File: config.mk
export PLATFORM = sky130hd
export DESIGN_NAME = mlp_front
export DESIGN_NICKNAME = d
export VERILOG_FILES = /design/src/rtl/core/mlp_pkg.sv /design/src/rtl/core/mlp_front.sv
export SDC_FILE = /design/constraint.sdc
export NUM_CORES = 1
export LEC_CHECK = 0
export BUFFER_PORTS_ARGS = -buffer_cell sky130_fd_sc_hd__buf_4
export CAP_MARGIN = 15
export CORE_UTILIZATION = 30
export DETAILED_ROUTE_END_ITERATION = 10
export GPL_ROUTABILITY_DRIVEN = 0
export PLACE_DENSITY = 0.73
export SYNTH_ARGS = -nofsm -noshare
export SYNTH_HDL_FRONTEND = slang
export SYNTH_SLANG_ARGS = --single-unit
export TNS_END_PERCENT = 5
File: constraint.sdc
create_clock -name clk -period 1.3 [get_ports clk]
set_input_delay 0 -clock clk [delete_from_list [all_inputs] [get_ports clk]]
set_output_delay 0 -clock clk [all_outputs]
set_load 0.005 [all_outputs]
File: src/rtl/core/mlp_pkg.sv
package mlp_pkg;

  localparam int MAX_NEURONS = 16;

  typedef enum logic [1:0] {
    OP_WEIGHT = 2'd0,
    OP_BIAS   = 2'd1,
    OP_SAMPLE = 2'd2,
    OP_NONE   = 2'd3
  } op_t;

  localparam logic [2:0] REG_LAYER_COUNT = 3'd0;
  localparam logic [2:0] REG_INPUT_WIDTH = 3'd1;
  localparam logic [2:0] REG_WIDTH_ONE   = 3'd2;
  localparam logic [2:0] REG_WIDTH_TWO   = 3'd3;
  localparam logic [2:0] REG_WIDTH_THREE = 3'd4;
  localparam logic [2:0] REG_WIDTH_FOUR  = 3'd5;

  typedef struct packed {
    logic [1:0]  operation;
    logic [1:0]  layer_select;
    logic [3:0]  neuron_index;
    logic [3:0]  input_index;
    logic [15:0] value;
    logic        last_sample;
  } in_item_t;

  typedef struct packed {
    logic [3:0] output_index;
    logic [8:0] activation;
    logic       count_error;
    logic       last;
  } out_item_t;

  typedef struct packed {
    logic [2:0]  cfg_index;
    logic [15:0] cfg_data;
  } cfg_item_t;

  // Front-to-back command: either a run start or a count error.
  typedef struct packed {
    logic count_error;
  } cmd_t;

  // Sigmoid table, entry i = round(256 / (1 + exp(-(i - 128) / 16))), nine bits per entry.
  function automatic logic [2303:0] build_sigmoid_table();
    logic [63:0]   e;
    logic [63:0]   d;
    logic [63:0]   r;
    logic [8:0]    q;
    logic [8:0]    pos [129];
    logic [2303:0] tbl;
    begin
      e = 64'd1 << 30;
      for (int k = 0; k <= 128; k++) begin
        d = (64'd1 << 30) + e;
        r = (64'd1 << 38) + (d >> 1);
        q = '0;
        for (int b = 8; b >= 0; b--) begin
          if (r >= (d << b)) begin
            r = r - (d << b);
            q[b] = 1'b1;
          end
        end
        pos[k] = q;
        e = (e * 64'd1008687096 + (64'd1 << 29)) >> 30;
      end
      tbl = '0;
      for (int k = 0; k < 256; k++) begin
        tbl[k * 9 +: 9] = (k >= 128) ? pos[k - 128] : 9'(9'd256 - pos[128 - k]);
      end
      build_sigmoid_table = tbl;
    end
  endfunction

  localparam logic [2303:0] SIGMOID_TABLE = build_sigmoid_table();

endpackage

File: src/rtl/core/mlp_front.sv
module mlp_front (
  input  logic              clk,
  input  logic              rst,
  input  logic              in_valid,
  output logic              in_ready,
  input  mlp_pkg::in_item_t in_data,
  input  logic [4:0]        width_in,
  input  logic              q_full,
  output logic              q_push,
  output mlp_pkg::cmd_t     q_cmd,
  input  logic              busy,
  output logic              w_we,
  output logic              b_we,
  output logic              s_we
);
  logic [4:0] samples_seen;
  logic [4:0] seen_inc;
  logic       fire;
  logic       is_sample;

  assign in_ready  = !q_full && !busy;
  assign fire      = in_valid && in_ready;
  assign is_sample = in_data.operation == mlp_pkg::OP_SAMPLE;
  assign w_we = fire && in_data.operation == mlp_pkg::OP_WEIGHT;
  assign b_we = fire && in_data.operation == mlp_pkg::OP_BIAS;
  assign s_we = fire && is_sample;
  assign seen_inc = (samples_seen < 5'd31) ? samples_seen + 5'd1 : samples_seen;
  assign q_push = s_we && in_data.last_sample;
  assign q_cmd.count_error = seen_inc != width_in;

  always_ff @(posedge clk) begin
    if (rst) begin
      samples_seen <= '0;
    end else if (s_we) begin
      samples_seen <= in_data.last_sample ? 5'd0 : seen_inc;
    end
  end
endmodule

==> flow_summary.json <==
{
  "outcome": "finished, violations left",
  "violations": "negative setup slack",
  "finalCritPeriodShare_pct": 116,
  "wl_per_cell_um": 12.2,
  "hp-start": "in_data[0]",
  "post-place-ws_ns": -0.0810,
  "ys_async_sr_fraction_pct": 0,
  "crit_type": "reg -> out",
  "rsz0062_at_grt": "yes",
  "cts_tree": "yes",
  "cts.path.max_buffers": 2,
  "antenna_found_initial": 0,
  "max_freq_mhz": 665,
  "cp_slowest_cell": "dfxtp_2",
  "synth-edff-count": 0,
  "synth.net_count": 100,
  "cp_max_fo": 5,
  "cp_slowest_stage_delay_ns": 0.33,
  "hold_viol": 0,
  "syn_to_final_growth_pct": 69.0,
  "htreeDepth": 1,
  "cp_num_buf_inv": 1,
  "cts_setup_buffers": 0,
  "synth_warnings": 0,
  "path_depth": 6,
  "tns_ns": -0.203,
  "post_drt_via_cell_ratio": 5.28,
  "p_leak_nw": 0.300,
  "top_regs": "samples_seen: 5 flops",
  "reg2reg_depth": 5,
  "syn_area_per_cell_um2": 7.19,
  "period_needed_ns": 1.50,
  "wl_um": 1290,
  "grtUsageTotal_pct": 16.6,
  "grt_pass1_vias": 460,
  "drive_gt1_share_pct": 49.5,
  "synth-seq-area-share_pct": 23.2,
  "ant_nets": 0,
  "io_pins": 45,
  "setup_slack_ns": -0.203,
  "hold_depth": 3,
  "worstPathArrival_ns": 1.50,
  "setup_violations": 1,
  "timing.rr.start": "samples_seen[1]",
  "synth_cell_types": 29,
  "syn-cell-area_um2": 432,
  "fp.dieH_um": 39.9,
  "nets": 132,
  "dp_hpwl_um": 948,
  "route.detailed.drc": 0,
  "regArea_um2": 104,
  "path_clk_slew_ns": 0.04,
  "core_area_um2": 1320,
  "grt_max_degree": 12,
  "r2r_end": "samples_seen[4]",
  "r2r_setup_slack_ns": 0.03,
  "top_register": "samples_seen",
  "hold_path_end": "samples_seen[0]",
  "hp-class": "in -> reg",
  "synthesis.instances": 60,
  "yosys_most_used_dff": "dfxtp_1",
  "vdd_drop_max_v": 0.000373,
  "required_ns": 1.30,
  "grt_first_pass_wirelength_um": 1720,
  "multiInputGateArea_um2": 339,
  "numCtsBuffers": 3,
  "dp_cells": 101,
  "crit_family": "flip-flops",
  "clock_latency_ns": 0.25,
  "root_buffer": "clkbuf_4",
  "design_area_um2": 729,
  "final_util_pct": 55.4,
  "power.density_nw_per_um2": 565,
  "largest_reg_flops": 5,
  "placed_area_um2": 658,
  "port_buffers": 18,
  "total_power_uw": 412,
  "first_iter_violations": 16,
  "die_x_um": 39.9,
  "path_cells": "ha_2, and2_1, a21oi_2, xnor2_1, o2111ai_1, buf_4",
  "start_util_pct": 32.8,
  "cap_violations": 0,
  "antenna_cells": 0,
  "critPathCaptureType": "primary output",
  "vias": 560,
  "stdcell_count": 106,
  "dieArea_um2": 1590,
  "timing.slew.headroom_pct": 81.6,
  "hold_slack_ns": 0.0748,
  "crit_path_start_kind": "register",
  "overflow": 0,
  "final.setup_skew_ns": 0.00310,
  "synth_seq_cells": 5,
  "fillers": 130,
  "drv_slew": 0,
  "clock_sinks": 5,
  "row_count": 13,
  "dr.pass1.iters": 4,
  "tightestPinTransition_ns": 0.274
}
## cell usage in the layout (no fill, tap or decap), drive strengths merged
cell / count
or3b: 2
xor2: 1
o2111ai: 1
nand3b: 2
clkbuf: 4
ha: 1
buf: 29
or3: 1
mux2i: 1
nor3b: 2
dlygate4sd3: 1
and3: 2
a211oi: 1
nand3: 1
and2: 2
o21ai: 1
nand2: 4
nand4: 2
a211o: 1
a21oi: 7
inv: 3
xnor2: 3
nor3: 3
a21boi: 1
a31oi: 3
nor2: 6
dfxtp: 5
nor2b: 1
## report_power, final
group	leakage, nW	total [mW]	switching, mW	internal, mW
sequential	0.0418	0.155	0.000376	0.154
clock	0.0150	0.184	0.0677	0.116
combinational	0.243	0.0733	0.0270	0.0464
total	0.300	0.412	0.0950	0.317
## area by class of cell
class                           instances  share of cell area [%]
Sequential cell                         5                    14.2
Clock buffer                            4                    3.60
Multi-Input combinational cell         49                    46.5
Inverter                                3                    1.89
Timing Repair Buffer                   30                    31.2
Tap cell                               15                    2.57
## cells in the mapped netlist (2+ instances only)
master / count / area (um^2)
clkbuf_1: 2 / 7.51
and3_1: 2 / 12.5
or3b_1: 2 / 17.5
nand3b_1: 2 / 15.0
inv_1: 2 / 7.51
dfxtp_1: 5 / 100
nor3b_1: 2 / 15.0
nor3_1: 3 / 15.0
a31oi_1: 3 / 18.8
a21oi_1: 6 / 30.0
and2_1: 2 / 12.5
nand2_1: 4 / 15.0
xnor2_1: 3 / 26.3
nand4_1: 2 / 12.5
nor2_1: 6 / 22.5
## cells by family after synthesis
group,synth area share (%)
multiplexers,2.32
AO/OA/AOI/OAI,22.0
XOR/XNOR,8.12
AND/OR/NAND/NOR,35.9
flip-flops,23.2
buffers and inverters,5.51
adder cells (fa/ha/maj),2.90
## how the worst max path moves through the flow
stage | startpoint | end | slack, ns
after global routing | samples_seen[1] | q_cmd | -0.32
after detailed placement | busy | samples_seen[2] | -0.08
final | samples_seen[0] | q_cmd | -0.20
after floorplan | busy | samples_seen[4] | 0.005
after CTS | samples_seen[1] | q_cmd | -0.21
after global placement | busy | samples_seen[4] | -0.06
## per-layer routing
metal  GRT usage, %  up-vias  part of all wire, %
li1               -      279                    -
met1           16.4      251                   38
met2           29.8       28                   51
met3           8.33        2                  9.2
met4           5.17        0                  1.1
met5              0        -                    0
## worst register-to-register path: cells and delay by family (launching register included)
family | cells | cell delay (ns)
compound gates | 2 | 0.42
flops | 1 | 0.35
fa+ha+maj | 1 | 0.23
mux | 1 | 0.12
simple gates | 1 | 0.09
## repair_timing
action	CTS	global route
endpoints found under the hold margin	5	0
endpoints found under the setup margin	1	2
hold buffers	1	0
gates cloned	0	0
pin swaps	2	1
gates resized for setup	7	5
Power figures use the tool's default switching activity.
